### config.mk
export PLATFORM = sky130hd
export DESIGN_NAME = hashed_lru_buffer_cache_unit
export DESIGN_NICKNAME = d
export VERILOG_FILES = /design/src/rtl/core/hlru_pkg.sv /design/src/rtl/core/hlru_hash.sv /design/src/rtl/core/hashed_lru_buffer_cache_unit.sv
export SDC_FILE = /design/constraint.sdc
export NUM_CORES = 2
export LEC_CHECK = 0
export BUFFER_PORTS_ARGS = -buffer_cell sky130_fd_sc_hd__clkbuf_2
export CAP_MARGIN = 15
export CORE_ASPECT_RATIO = 2
export CORE_MARGIN = 1
export CORE_UTILIZATION = 65
export CTS_BUF_LIST = sky130_fd_sc_hd__clkbuf_4
export CTS_CLUSTER_SIZE = 14
export DETAILED_ROUTE_END_ITERATION = 7
export PLACE_DENSITY = 0.83
export SYNTH_ARGS = -nofsm -noshare
export SYNTH_HDL_FRONTEND = slang
export SYNTH_SLANG_ARGS = --single-unit
### constraint.sdc
create_clock -name clk -period 12.36 [get_ports clk]
set_input_delay 1.854 -clock clk [delete_from_list [all_inputs] [get_ports clk]]
set_output_delay 1.854 -clock clk [all_outputs]
set_load 0.03 [all_outputs]
### src/rtl/core/hlru_pkg.sv
`timescale 1ns / 1ps
`default_nettype none
// ----------------------------------------------------------------------------
// hlru_pkg: shared types and constants of the hashed LRU buffer cache
// Entry record layout, operation and status codes, bucket helpers.
// ----------------------------------------------------------------------------
package hlru_pkg;

	localparam int ENTRIES = 32;
	localparam int NBUCKET = 13;
	localparam int IDX_W   = 5;
	localparam int BKT_W   = 4;
	localparam int RANK_W  = 5;
	localparam int CNT_W   = 8;
	localparam int SCNT_W  = 6;
	localparam int RECIP   = 4096 / NBUCKET;

	localparam logic [CNT_W-1:0] CNT_MAX = 8'hFF;

	localparam logic [1:0] OP_GET     = 2'd0;
	localparam logic [1:0] OP_RELEASE = 2'd1;
	localparam logic [1:0] OP_PIN     = 2'd2;
	localparam logic [1:0] OP_UNPIN   = 2'd3;

	localparam logic [1:0] ST_OK     = 2'd0;
	localparam logic [1:0] ST_NOFREE = 2'd1;
	localparam logic [1:0] ST_UNDER  = 2'd2;
	localparam logic [1:0] ST_OVER   = 2'd3;

	typedef struct packed {
		logic [7:0]        dev;
		logic [31:0]       blk;
		logic              valid;
		logic [CNT_W-1:0]  cnt;
		logic [BKT_W-1:0]  bkt;
		logic [RANK_W-1:0] rank;
	} entry_t;

	// One radix-16 step of a remainder by the bucket count.
	function automatic logic [BKT_W-1:0] mod_step(logic [BKT_W-1:0] r, logic [3:0] n);
		logic [7:0]  v;
		logic [20:0] prod;
		logic [7:0]  q;
		logic [11:0] qn;
		logic [7:0]  rem;
		v    = {r, n};
		prod = 21'(v) * 21'(RECIP);
		q    = prod[19:12];
		qn   = 12'(q) * 12'(NBUCKET);
		rem  = v - qn[7:0];
		if (rem >= 8'(NBUCKET)) begin
			rem = rem - 8'(NBUCKET);
		end
		return rem[BKT_W-1:0];
	endfunction

	// Reset record of entry k: contiguous bucket ranges, highest index most recent.
	function automatic entry_t init_entry(logic [IDX_W-1:0] k);
		entry_t e;
		int     lo;
		int     hi;
		e = '0;
		for (int i = 0; i < NBUCKET; i++) begin
			lo = (ENTRIES * i) / NBUCKET;
			hi = (ENTRIES * (i + 1)) / NBUCKET;
			if (int'(k) >= lo && int'(k) < hi) begin
				e.bkt  = BKT_W'(i);
				e.rank = RANK_W'(hi - 1 - int'(k));
			end
		end
		return e;
	endfunction

endpackage
`default_nettype wire

### src/rtl/core/hlru_hash.sv
`timescale 1ns / 1ps
`default_nettype none
// ----------------------------------------------------------------------------
// hlru_hash: iterative block-number to bucket hash
// Reduces a 32-bit value modulo the bucket count, one nibble per cycle.
// ----------------------------------------------------------------------------
module hlru_hash (
	input  wire logic                      clk,
	input  wire logic                      arst_n,
	input  wire logic                      go,
	input  wire logic [31:0]               value,
	output logic                           done,
	output logic [hlru_pkg::BKT_W-1:0]     rem
);

	logic        run_q;
	logic [2:0]  step_q;
	logic [31:0] val_q;
	logic [hlru_pkg::BKT_W-1:0] r_q;
	logic        done_q;

	always_ff @(posedge clk or negedge arst_n) begin
		if (!arst_n) begin
			run_q  <= 1'b0;
			step_q <= '0;
			done_q <= 1'b0;
		end else begin
			done_q <= run_q && (step_q == 3'd7);
			if (go) begin
				run_q  <= 1'b1;
				step_q <= '0;
			end else if (run_q) begin
				step_q <= step_q + 3'd1;
				if (step_q == 3'd7) begin
					run_q <= 1'b0;
				end
			end
		end
	end

	always_ff @(posedge clk) begin
		if (go) begin
			val_q <= value;
			r_q   <= '0;
		end else if (run_q) begin
			r_q   <= hlru_pkg::mod_step(r_q, val_q[31:28]);
			val_q <= {val_q[27:0], 4'd0};
		end
	end

	assign done = done_q;
	assign rem  = r_q;

endmodule
`default_nettype wire

### src/rtl/core/hashed_lru_buffer_cache_unit.sv
`timescale 1ns / 1ps
`default_nettype none
// ----------------------------------------------------------------------------
// hashed_lru_buffer_cache_unit: buffer-cache tag store with hashed LRU buckets
// All entry state lives in one synchronous single-read memory, swept by a
// sequencer for lookup, victim choice and recency relinking.
// ----------------------------------------------------------------------------
// Sequence: get hashes the block number, scans all entries and decides, plus a
//   relink sweep when an entry is stolen from another bucket; release, pin and
//   unpin read the entry, and a release to zero count also hashes and sweeps.
// Throughput: one request at a time; the memory sweep sets the rate.
// Reset: a pass over every entry writes the initial bucket layout, busy stays high.
// The receiver cannot stall: done marks each result for exactly one cycle.
// ----------------------------------------------------------------------------
module hashed_lru_buffer_cache_unit (
	input  wire logic                         clk,
	input  wire logic                         arst_n,
	input  wire logic                         start,
	output logic                              busy,
	input  wire logic [1:0]                   op,
	input  wire logic [7:0]                   device,
	input  wire logic [31:0]                  block_number,
	input  wire logic [hlru_pkg::IDX_W-1:0]   entry_index,
	output logic                              done,
	output logic [hlru_pkg::IDX_W-1:0]        result_entry,
	output logic                              hit,
	output logic                              need_fill,
	output logic [1:0]                        status
);

	localparam logic [2:0] S_INIT   = 3'd0;
	localparam logic [2:0] S_IDLE   = 3'd1;
	localparam logic [2:0] S_HASH   = 3'd2;
	localparam logic [2:0] S_SCAN   = 3'd3;
	localparam logic [2:0] S_RDENT  = 3'd4;
	localparam logic [2:0] S_DECIDE = 3'd5;
	localparam logic [2:0] S_SWEEP  = 3'd6;

	localparam logic [hlru_pkg::SCNT_W-1:0] CNT_END = hlru_pkg::SCNT_W'(hlru_pkg::ENTRIES);

	// Entry memory
	hlru_pkg::entry_t mem [hlru_pkg::ENTRIES];
	hlru_pkg::entry_t rd_data;
	logic [hlru_pkg::IDX_W-1:0] rd_addr;
	logic                       mem_we;
	logic [hlru_pkg::IDX_W-1:0] mem_wa;
	hlru_pkg::entry_t           mem_wd;

	logic [2:0] state_q;
	logic [hlru_pkg::SCNT_W-1:0] cnt_q;
	logic                        vld_s1;
	logic [hlru_pkg::IDX_W-1:0]  addr_s1;

	// Latched request
	logic [1:0]                 op_q;
	logic [7:0]                 dev_q;
	logic [31:0]                blk_q;
	logic [hlru_pkg::IDX_W-1:0] idx_q;
	logic [hlru_pkg::BKT_W-1:0] bkt_q;

	// Scan candidates
	logic                       found_v_q, own_v_q, st_v_q;
	logic [hlru_pkg::IDX_W-1:0] found_idx_q, own_idx_q, st_idx_q;
	hlru_pkg::entry_t           found_rec_q, own_rec_q, st_rec_q;

	// Relink sweep parameters
	logic [hlru_pkg::IDX_W-1:0]  e_idx_q;
	logic [hlru_pkg::BKT_W-1:0]  old_b_q;
	logic [hlru_pkg::RANK_W-1:0] old_r_q;
	hlru_pkg::entry_t            new_rec_q;

	// Result registers
	logic                       done_q, hit_q, fill_q;
	logic [hlru_pkg::IDX_W-1:0] res_entry_q;
	logic [1:0]                 status_q;

	// Hash unit
	logic                       hash_go;
	logic [31:0]                hash_val;
	logic                       hash_done;
	logic [hlru_pkg::BKT_W-1:0] hash_rem;

	logic accept;
	hlru_pkg::entry_t sw_rec;
	logic [hlru_pkg::RANK_W-1:0] sw_r1;
	logic rd_zero_rel;

	assign accept = start && (state_q == S_IDLE);

	// Release that drops the count to zero must relink the entry.
	assign rd_zero_rel = (op_q == hlru_pkg::OP_RELEASE) && (rd_data.cnt == 8'd1);

	assign hash_go  = (accept && (op == hlru_pkg::OP_GET)) ||
	                  ((state_q == S_RDENT) && rd_zero_rel);
	assign hash_val = (state_q == S_IDLE) ? block_number : rd_data.blk;

	hlru_hash u_hash (
		.clk    (clk),
		.arst_n (arst_n),
		.go     (hash_go),
		.value  (hash_val),
		.done   (hash_done),
		.rem    (hash_rem)
	);

	// Read the requested entry while idle, otherwise follow the sweep counter.
	assign rd_addr = (state_q == S_IDLE) ? entry_index : cnt_q[hlru_pkg::IDX_W-1:0];

	always_ff @(posedge clk) begin
		if (mem_we) begin
			mem[mem_wa] <= mem_wd;
		end
		rd_data <= mem[rd_addr];
	end

	// Unlink from the old bucket, then push every member of the new bucket back.
	always_comb begin
		sw_rec = rd_data;
		sw_r1  = rd_data.rank;
		if (rd_data.bkt == old_b_q && rd_data.rank > old_r_q) begin
			sw_r1 = rd_data.rank - 1'b1;
		end
		if (rd_data.bkt == new_rec_q.bkt) begin
			sw_rec.rank = sw_r1 + 1'b1;
		end else begin
			sw_rec.rank = sw_r1;
		end
	end

	// Memory write port
	always_comb begin
		mem_we = 1'b0;
		mem_wa = cnt_q[hlru_pkg::IDX_W-1:0];
		mem_wd = rd_data;
		unique case (state_q)
			S_INIT: begin
				mem_we = 1'b1;
				mem_wd = hlru_pkg::init_entry(cnt_q[hlru_pkg::IDX_W-1:0]);
			end
			S_SWEEP: begin
				mem_we = vld_s1;
				mem_wa = addr_s1;
				mem_wd = (addr_s1 == e_idx_q) ? new_rec_q : sw_rec;
			end
			S_DECIDE: begin
				if (found_v_q) begin
					mem_we       = (found_rec_q.cnt != hlru_pkg::CNT_MAX);
					mem_wa       = found_idx_q;
					mem_wd       = found_rec_q;
					mem_wd.cnt   = found_rec_q.cnt + 8'd1;
					mem_wd.valid = 1'b1;
				end else if (own_v_q) begin
					mem_we       = 1'b1;
					mem_wa       = own_idx_q;
					mem_wd       = own_rec_q;
					mem_wd.dev   = dev_q;
					mem_wd.blk   = blk_q;
					mem_wd.valid = 1'b1;
					mem_wd.cnt   = 8'd1;
				end
			end
			S_RDENT: begin
				mem_wa = idx_q;
				if (op_q == hlru_pkg::OP_PIN) begin
					mem_we     = (rd_data.cnt != hlru_pkg::CNT_MAX);
					mem_wd.cnt = rd_data.cnt + 8'd1;
				end else begin
					mem_we     = (rd_data.cnt != 8'd0) && !rd_zero_rel;
					mem_wd.cnt = rd_data.cnt - 8'd1;
				end
			end
			default: begin
				mem_we = 1'b0;
			end
		endcase
	end

	// Sequencer
	always_ff @(posedge clk or negedge arst_n) begin
		if (!arst_n) begin
			state_q <= S_INIT;
			cnt_q   <= '0;
			vld_s1  <= 1'b0;
			done_q  <= 1'b0;
		end else begin
			done_q <= 1'b0;
			unique case (state_q)
				S_INIT: begin
					// walk the memory once with the reset layout
					cnt_q <= cnt_q + 1'b1;
					if (cnt_q == CNT_END - 1'b1) begin
						state_q <= S_IDLE;
					end
				end
				S_IDLE: begin
					if (start) begin
						state_q <= (op == hlru_pkg::OP_GET) ? S_HASH : S_RDENT;
					end
				end
				S_HASH: begin
					if (hash_done) begin
						cnt_q   <= '0;
						vld_s1  <= 1'b0;
						state_q <= (op_q == hlru_pkg::OP_GET) ? S_SCAN : S_SWEEP;
					end
				end
				S_SCAN, S_SWEEP: begin
					// advance the read pointer, one entry per cycle
					if (cnt_q != CNT_END) begin
						vld_s1 <= 1'b1;
						cnt_q  <= cnt_q + 1'b1;
					end else begin
						vld_s1  <= 1'b0;
						if (state_q == S_SCAN) begin
							state_q <= S_DECIDE;
						end else begin
							state_q <= S_IDLE;
							done_q  <= 1'b1;
						end
					end
				end
				S_RDENT: begin
					if (rd_data.cnt != 8'd0 && rd_zero_rel) begin
						state_q <= S_HASH;
					end else begin
						state_q <= S_IDLE;
						done_q  <= 1'b1;
					end
				end
				S_DECIDE: begin
					if (!found_v_q && !own_v_q && st_v_q) begin
						cnt_q   <= '0;
						vld_s1  <= 1'b0;
						state_q <= S_SWEEP;
					end else begin
						state_q <= S_IDLE;
						done_q  <= 1'b1;
					end
				end
				default: begin
					state_q <= S_IDLE;
				end
			endcase
		end
	end

	// Datapath registers
	always_ff @(posedge clk) begin
		addr_s1 <= cnt_q[hlru_pkg::IDX_W-1:0];
		if (accept) begin
			op_q  <= op;
			dev_q <= device;
			blk_q <= block_number;
			idx_q <= entry_index;
		end
		if (state_q == S_HASH && hash_done) begin
			bkt_q         <= hash_rem;
			new_rec_q.bkt <= hash_rem;
			found_v_q     <= 1'b0;
			own_v_q       <= 1'b0;
			st_v_q        <= 1'b0;
		end
		// Scan: most recent match, own-bucket LRU free, lowest other bucket's LRU free
		if (state_q == S_SCAN && vld_s1) begin
			if (rd_data.bkt == bkt_q && rd_data.dev == dev_q && rd_data.blk == blk_q &&
			    (!found_v_q || rd_data.rank < found_rec_q.rank)) begin
				found_v_q   <= 1'b1;
				found_idx_q <= addr_s1;
				found_rec_q <= rd_data;
			end
			if (rd_data.bkt == bkt_q && rd_data.cnt == 8'd0 &&
			    (!own_v_q || rd_data.rank > own_rec_q.rank)) begin
				own_v_q   <= 1'b1;
				own_idx_q <= addr_s1;
				own_rec_q <= rd_data;
			end
			if (rd_data.bkt != bkt_q && rd_data.cnt == 8'd0 &&
			    (!st_v_q || rd_data.bkt < st_rec_q.bkt ||
			     (rd_data.bkt == st_rec_q.bkt && rd_data.rank > st_rec_q.rank))) begin
				st_v_q   <= 1'b1;
				st_idx_q <= addr_s1;
				st_rec_q <= rd_data;
			end
		end
		if (state_q == S_DECIDE) begin
			hit_q       <= 1'b0;
			fill_q      <= 1'b0;
			res_entry_q <= '0;
			status_q    <= hlru_pkg::ST_OK;
			if (found_v_q) begin
				hit_q       <= 1'b1;
				res_entry_q <= found_idx_q;
				if (found_rec_q.cnt == hlru_pkg::CNT_MAX) begin
					status_q <= hlru_pkg::ST_OVER;
				end else begin
					fill_q <= !found_rec_q.valid;
				end
			end else if (own_v_q) begin
				res_entry_q <= own_idx_q;
				fill_q      <= 1'b1;
			end else if (st_v_q) begin
				// steal: relink the victim as most recent of the home bucket
				res_entry_q     <= st_idx_q;
				fill_q          <= 1'b1;
				e_idx_q         <= st_idx_q;
				old_b_q         <= st_rec_q.bkt;
				old_r_q         <= st_rec_q.rank;
				new_rec_q.dev   <= dev_q;
				new_rec_q.blk   <= blk_q;
				new_rec_q.valid <= 1'b1;
				new_rec_q.cnt   <= 8'd1;
				new_rec_q.bkt   <= bkt_q;
				new_rec_q.rank  <= '0;
			end else begin
				status_q <= hlru_pkg::ST_NOFREE;
			end
		end
		if (state_q == S_RDENT) begin
			hit_q       <= 1'b0;
			fill_q      <= 1'b0;
			res_entry_q <= idx_q;
			status_q    <= hlru_pkg::ST_OK;
			if (op_q == hlru_pkg::OP_PIN) begin
				if (rd_data.cnt == hlru_pkg::CNT_MAX) begin
					status_q <= hlru_pkg::ST_OVER;
				end
			end else if (rd_data.cnt == 8'd0) begin
				status_q <= hlru_pkg::ST_UNDER;
			end
			// hold the record for the relink; the new bucket lands after hashing
			e_idx_q         <= idx_q;
			old_b_q         <= rd_data.bkt;
			old_r_q         <= rd_data.rank;
			new_rec_q.dev   <= rd_data.dev;
			new_rec_q.blk   <= rd_data.blk;
			new_rec_q.valid <= rd_data.valid;
			new_rec_q.cnt   <= '0;
			new_rec_q.rank  <= '0;
		end
	end

	assign busy         = (state_q != S_IDLE);
	assign done         = done_q;
	assign result_entry = res_entry_q;
	assign hit          = hit_q;
	assign need_fill    = fill_q;
	assign status       = status_q;

	// Results are only presented on the return to idle.
	a_done_idle: assert property (@(posedge clk) disable iff (!arst_n)
		done_q |-> state_q == S_IDLE)
		else $error("result strobe outside idle");

	// An accepted request always leaves idle.
	a_accept_busy: assert property (@(posedge clk) disable iff (!arst_n)
		accept |=> state_q != S_IDLE)
		else $error("accepted request did not start");

	// Hits come only from get.
	a_hit_get: assert property (@(posedge clk) disable iff (!arst_n)
		(done_q && hit_q) |-> op_q == hlru_pkg::OP_GET)
		else $error("hit on non-get request");

	// A fill is only requested on success.
	a_fill_ok: assert property (@(posedge clk) disable iff (!arst_n)
		(done_q && fill_q) |-> status_q == hlru_pkg::ST_OK)
		else $error("need_fill with error status");

	// No memory write while idle.
	a_no_idle_write: assert property (@(posedge clk) disable iff (!arst_n)
		mem_we |-> state_q != S_IDLE)
		else $error("memory write while idle");

endmodule
`default_nettype wire

# After elaboration in Yosys (flattened, before gate mapping)
# Memory sizes are Yosys's and may differ from the RTL's. A register that Yosys moved wholly into a read port is not among the register bits.
# Cells that the tools add are included.
dict set report word_totals {
  register_bits 271
  latch_bits 0
  ramBits 1856
  mem_bits_ro 0
  input_bits 50
  output_inout_bits 11
  wordCells 306
  mem_count 1
}
# name depth width read_ports rd_clocked_by_memory_dff write_ports line
set memory_table {}
lappend memory_table {mem 32 58 1 1 1 hashed_lru_buffer_cache_unit.sv:42} ;# hlru_pkg::entry_t mem [hlru_pkg::ENTRIES];
dict set report op_classes {
  add_sub_neg 22
  mul 2
  div_mod_pow 0
  order_cmp 30
  n_eq_ne 33
  shift 0
  mux 113
  bitwise_logic 2
  reduce_logical 60
}
# operator count
set ops {}
lappend ops {{2-to-1 mux 58 bit} 7}
lappend ops {{one-hot mux 41 bit (3 select lines)} 1}
lappend ops {{2-to-1 mux 9 bit} 12}
lappend ops {{2-to-1 mux 5 bit} 21}
lappend ops {{2-to-1 mux 32 bit} 3}
lappend ops {{2-to-1 mux 49 bit} 1}
lappend ops {{subtractor 5 bit, first input constant} 7}
lappend ops {{equality test 32 bit} 1}
lappend ops {{one-hot mux 8 bit (4 select lines)} 1}
lappend ops {{logical AND 1 bit} 31}
lappend ops {{2-to-1 mux 1 bit} 31}
lappend ops {{>= comparator 5 bit, second input constant} 6}
lappend ops {{less-than comparator 5 bit, second input constant} 6}
lappend ops {{2-to-1 mux 3 bit} 10}
lappend ops {{2-to-1 mux 4 bit} 7}
lappend ops {{one-hot mux 9 bit (3 select lines)} 1}
lappend ops {{one-hot mux 6 bit (4 select lines)} 1}
lappend ops {{2-to-1 mux 6 bit} 3}
lappend ops {{one-hot mux 3 bit (6 select lines)} 1}
lappend ops {{multiplier 8 x 9 -> 17 bit, second input constant} 1}
lappend ops {{adder 8 x 1 -> 8 bit, second input constant} 2}
lappend ops {{equality test 4 bit} 4}
lappend ops {{equality test 8 bit, second input constant} 2}
lappend ops {{2-to-1 mux 2 bit} 8}
lappend ops {{55 further kinds} 94}

# Logic depth before layout (Yosys ltp)
dict set report depth {
  word_depth 15
  ltp_mapped 30
  ltp_nobuf 30
}

# Cells and area by module
# From an unflattened synthesis, not the netlist that was laid out.
dict set report unflattened {
  cells_unflattened 7014
  area_unflattened_um2 91834.3
}
# module instances cells_each area_per_inst_um2 seq_area_each_um2
set modules_own_cells {}
lappend modules_own_cells {hashed_lru_buffer_cache_unit 1 6678 88059.5 63596.0}
lappend modules_own_cells {hlru_hash 1 336 3774.9 1166.1}

# Worst setup path after synthesis
# OpenSTA, ideal clock, no wires.
dict set report synth_path {
  kind {register to register}
  from {register state_q[2]}
  to {register found_idx_q[0] in the netlist's numbering, enable pin}
  arrival_ps 8345
  required_time_ps 11678
  setup_slack_ps 3334
  path_stages_with_launch 6
  path_buffers 1
  synth_period_minus_slack_ps 9026
  cell_sequence {dfrtp_1 > clkbuf_1 > or3_1 > nor4_1 > nand3_1 > a2111oi_1}
}
dict set report synth_via {
  elab_chain_len 3
}
# item line
set synth_lines {}
lappend synth_lines {{start: declaration} hashed_lru_buffer_cache_unit.sv:49} ;# logic [2:0] state_q;
lappend synth_lines {{start signal: assignment} hashed_lru_buffer_cache_unit.sv:197} ;# state_q <= (op == hlru_pkg::OP_GET) ? S_HASH : S_RDENT;
lappend synth_lines {{start signal: assignment} hashed_lru_buffer_cache_unit.sv:204} ;# state_q <= (op_q == hlru_pkg::OP_GET) ? S_SCAN : S_SWEEP;
lappend synth_lines {{equality test 3 x 2 -> 1 bit} hashed_lru_buffer_cache_unit.sv:264} ;# if (state_q == S_SCAN && vld_s1) begin
lappend synth_lines {{logical AND 1 bit} hashed_lru_buffer_cache_unit.sv:264}
lappend synth_lines {{AND reduction 2 bit (no line)} -}
lappend synth_lines {{end signal: assignment} hashed_lru_buffer_cache_unit.sv:268} ;# found_idx_q <= addr_s1;
lappend synth_lines {{end: declaration} hashed_lru_buffer_cache_unit.sv:63} ;# logic [hlru_pkg::IDX_W-1:0] found_idx_q, own_idx_q, st_idx_q;
# No other way between the ends.
# A chain may end at the register's enable or synchronous reset.

# Final worst setup path
dict set report layout_path {
  from {register u_hash.r_q (netlist bit u_hash.rem[2])}
  to {register u_hash.r_q (netlist bit u_hash.rem[3])}
}
dict set report layout_via {
  elab_chain_len 5
}
# item line
set layout_lines {}
lappend layout_lines {{start: declaration} hlru_hash.sv:19} ;# logic [hlru_pkg::BKT_W-1:0] r_q;
lappend layout_lines {{start signal: assignment} hlru_hash.sv:46} ;# r_q <= hlru_pkg::mod_step(r_q, val_q[31:28]);
lappend layout_lines {{multiplier 8 x 9 -> 17 bit} hlru_pkg.sv:47} ;# prod = 21'(v) * 21'(RECIP);
lappend layout_lines {{multiplier 5 x 4 -> 8 bit} hlru_pkg.sv:49} ;# qn = 12'(q) * 12'(NBUCKET);
lappend layout_lines {{subtractor 8 bit *} hlru_pkg.sv:50} ;# rem = v - qn[7:0];
lappend layout_lines {{>= comparator 8 x 4 -> 1 bit or subtractor 4 bit (tied branches)} {hlru_pkg.sv:51, hlru_pkg.sv:52}}
lappend layout_lines {{2-to-1 mux 4 bit *} hlru_pkg.sv:51} ;# if (rem >= 8'(NBUCKET)) begin
# Mark *: on every way between the ends. The rest lies on a longest branch, timed or not.

==> flow_summary.yaml <==
run_status:
  status: "finished, final reports clean"
clocking:
  clock_latency_ns: 1.25
  clkTransAtPathRegs_ns: 0.08
  cts_tree: "yes"
  cts_setup_buffers: 0
  clockBufferDepth: 4
  cts_buffers: 437
  cts-root-buf: "clkbuf_4"
  ctsResizeCount: 0
  postCtsHoldBufs: 0
  h-tree-depth: 5
  numClockSinks: 2185
worst_setup_path:
  start_kind: "flip-flop"
  critical_path.max_fanout: 9
  crit_required_ns: 13.48
  path_common_cell: "ha_1"
  r2r-end: "u_hash.rem[3]$_SDFFE_PN0P_"
  worst_setup_path_end_kind: "flip-flop"
  r2r_cells: 28
  max_stage_delay_ns: 0.60
  r2r_slack_ns: 5.30
  crit_slowest_cell: "dfxtp_1"
  crit_type: "flip-flop to flip-flop"
  r2r-start: "u_hash.rem[2]$_SDFFE_PN0P_"
  worstPathArrival_ns: 8.17
floorplanning:
  initial_core_util_pct: 65.4
  boundaryPins: 61
  core_um2: 136000
  die_x_um: 264
  fp.dieH_um: 526
  dieArea_um2: 139000
  row_count: 192
pwr:
  leakagePower_nw: 30.9
  p_clk_share_pct: 40.1
  switching_power_w: 0.00267
  worst_ir_drop_vdd_mv: 0.109
  p_total_w: 0.0133
  power.internal_w: 0.0107
  power_frac_comb_pct: 0.1
  seq_power_share_pct: 59.8
  swShare_pct: 20.1
  p_per_area_nw_per_um2: 137
synth:
  synth.distinct_cells: 87
  synth-edff-count: 2092
  syn_area_per_cell_um2: 18.1
  syn_nets: 5117
  syn_inst: 4932
  yosys_warnings: 0
  yosys_register_bits: 2185
  synthTopCellsByArea: "edfxtp_1 70%, mux4_2 12%, nand2_1 2.2%"
  synth_top_area_share_pct: 70.4
  syn_area_um2: 89300
  synth_flop_cell: "edfxtp_1"
  synth_largest_area_cell: "edfxtp_1"
  seq_area_frac_synth_pct: 72.5
  synth-async-reset-ratio_pct: 0.732
min_path:
  hold-path-endpoint: "new_rec_q[9]$_SDFFE_PP0P_"
  holdCritPathClass: "flip-flop to flip-flop"
  hold_depth: 2
  worstHoldStart: "new_rec_q[9]$_SDFFE_PP0P_"
drt:
  ant_nets: 0
  routedWlPerCell_um: 31.6
  routed_wirelength_um: 233000
  drc: 0
  routed-via-count: 50900
  viasPerCell: 6.90
  dr.pass1.iters: 6
  drt_iter0_markers: 6571
timing:
  finalClockSkew_ns: 0.135
  slew_violations: 0
  fin_tns_setup_ns: 0
  max_freq_mhz: 142
  final_hold_viol_count: 0
  relSlewSlack_pct: 15.6
  grt_setup_unrepaired: "no"
  timing.final.crit_share_pct: 57.1
  final-setup-viol-count: 0
  period_needed_ns: 7.06
  holdWs_ns: 0.459
  worstMarginPinSlew_ns: 1.27
final_layout:
  design_area_um2: 97500
  final_common_cell: "edfxtp_1"
  nets: 5449
  utilization_pct: 71.4
  drive_gt1_share_pct: 25.0
  synthToLayoutAreaGrowth_pct: 9.18
  final_cell_mix: "2092 x edfxtp_1, 662 x clkbuf_4, 512 x nand2_1, 464 x mux4_2, 148 x nor2_1"
job:
  max_cap_viol_count: 0
placed_design:
  gp_routability_congestion: 0.937
  portBuffers: 60
  placed_cell_area_um2: 91600
  dp_hpwl_um: 124000
grt:
  grtUsageTotal_pct: 34.2
  grt_pass1_wl_um: 338000
  grt-ovfl-total: 0
  first_global_vias: 52200
  grt_max_degree: 149
  antenna_found_initial: 6
per-layer routing:
layer	GRT usage, %	wire length, um
met1	40.5	71500
met2	56.8	117000
met3	7.91	29200
met4	21.2	15800
met5	0	56
cells by family (layout without fill, tap and decap cells):
| kind of cell | count (synthesis) | after routing | synth area share, % |
|---|---|---|---|
| buf+inv | 370 | 1061 | 1.99 |
| mux | 612 | 612 | 13.4 |
| xor+xnor | 99 | 99 | 0.971 |
| compound gates | 507 | 507 | 4.00 |
| flops | 2185 | 2185 | 72.5 |
| fa+ha+maj | 135 | 135 | 2.08 |
| simple gates | 1024 | 1024 | 5.06 |
| other cells | 0 | 10 | 0 |
stage by stage:
| stage | cells | setup slack, ns |
|---|---|---|
| detailed placement | 6570 | 5.15 |
| global placement | 6570 | 5.12 |
| global route | 7373 | 4.79 |
| floorplan | 4932 | 3.33 |
| finish | 7379 | 5.30 |
| CTS | 7368 | 5.17 |
registers in the layout, summed over array words and instances, names as in the netlist, 6 cells and up:
| register | cells |
|---|---|
| mem | 1856 |
| found_rec_q | 58 |
| rd_data | 58 |
| new_rec_q | 46 |
| blk_q | 32 |
| u_hash.val_q | 32 |
| own_rec_q | 9 |
| st_rec_q | 9 |
| dev_q | 8 |
| cnt_q | 6 |
area by class of cell:
class / instances / area [um2]
multi-input cells: 2377 / 23200
clock buffers: 662 / 4970
clock inverters: 136 / 841
diodes: 10 / 25.0
flip-flops and latches: 2185 / 64800
well taps: 1746 / 2180
repair buffers: 158 / 1130
fillers: 7898 / 39000
inverters: 105 / 397
critical path, delay by kind of cell (launching register included):
kind	cells	cell delay [ns]
simple gates	3	0.55
xor+xnor	5	0.84
buf+inv	2	0.20
compound gates	9	1.69
fa+ha+maj	9	3.05
flops	1	0.60
Yosys cell counts (all sizes together) (4+ instances only):
library cell  number
a211oi             9
a21boi             6
a21o              16
a21oi            109
a221o             43
a222oi             7
a22o              48
a22oi              9
a311oi             4
a31oi             15
a32oi             58
and2              13
and3              68
buf              142
clkbuf           123
dfrtp             16
dfxtp             77
edfxtp          2092
fa                22
ha               113
inv              104
mux2i            146
mux4             464
nand2            517
nand2b            14
nand3            142
nand3b             5
nand4             12
nor2             180
nor2b             24
nor3              18
nor4              10
o211ai             9
o21ai            120
o221ai             6
o22ai              7
o31ai             11
or2                4
or3                5
or3b               4
xnor2             55
xor2              44
how the worst max path moves through the flow:
stage / from / endpoint / slack (ns) / cells after the start
floorplan: state_q[2]$_DFFE_PN0P_ / found_idx_q[0]$_DFFE_PP_ / 3.33 / 5
global placement: u_hash.val_q[30]$_DFFE_PP_ / u_hash.rem[2]$_SDFFE_PN0P_ / 5.12 / 28
detailed placement: u_hash.val_q[30]$_DFFE_PP_ / u_hash.rem[2]$_SDFFE_PN0P_ / 5.15 / 28
CTS: u_hash.val_q[30]$_DFFE_PP_ / u_hash.rem[2]$_SDFFE_PN0P_ / 5.17 / 28
global route: u_hash.val_q[30]$_DFFE_PP_ / u_hash.rem[3]$_SDFFE_PN0P_ / 4.79 / 29
finish: u_hash.rem[2]$_SDFFE_PN0P_ / u_hash.rem[3]$_SDFFE_PN0P_ / 5.30 / 28
power by group through the flow:
| stage | Sequential, W | Clock [W] | Combinational (W) |
|---|---|---|---|
| after floorplan | 0.00814 | 0 | 0.000000365 |
| after global placement | 0.00814 | 0 | 0.0000162 |
| after detailed placement | 0.00814 | 0 | 0.0000162 |
| after CTS | 0.00798 | 0.00538 | 0.0000163 |
| after global routing | 0.00797 | 0.00571 | 0.0000173 |
| final | 0.00798 | 0.00534 | 0.0000168 |
No activity file was read; power rests on OpenSTA's default activity.
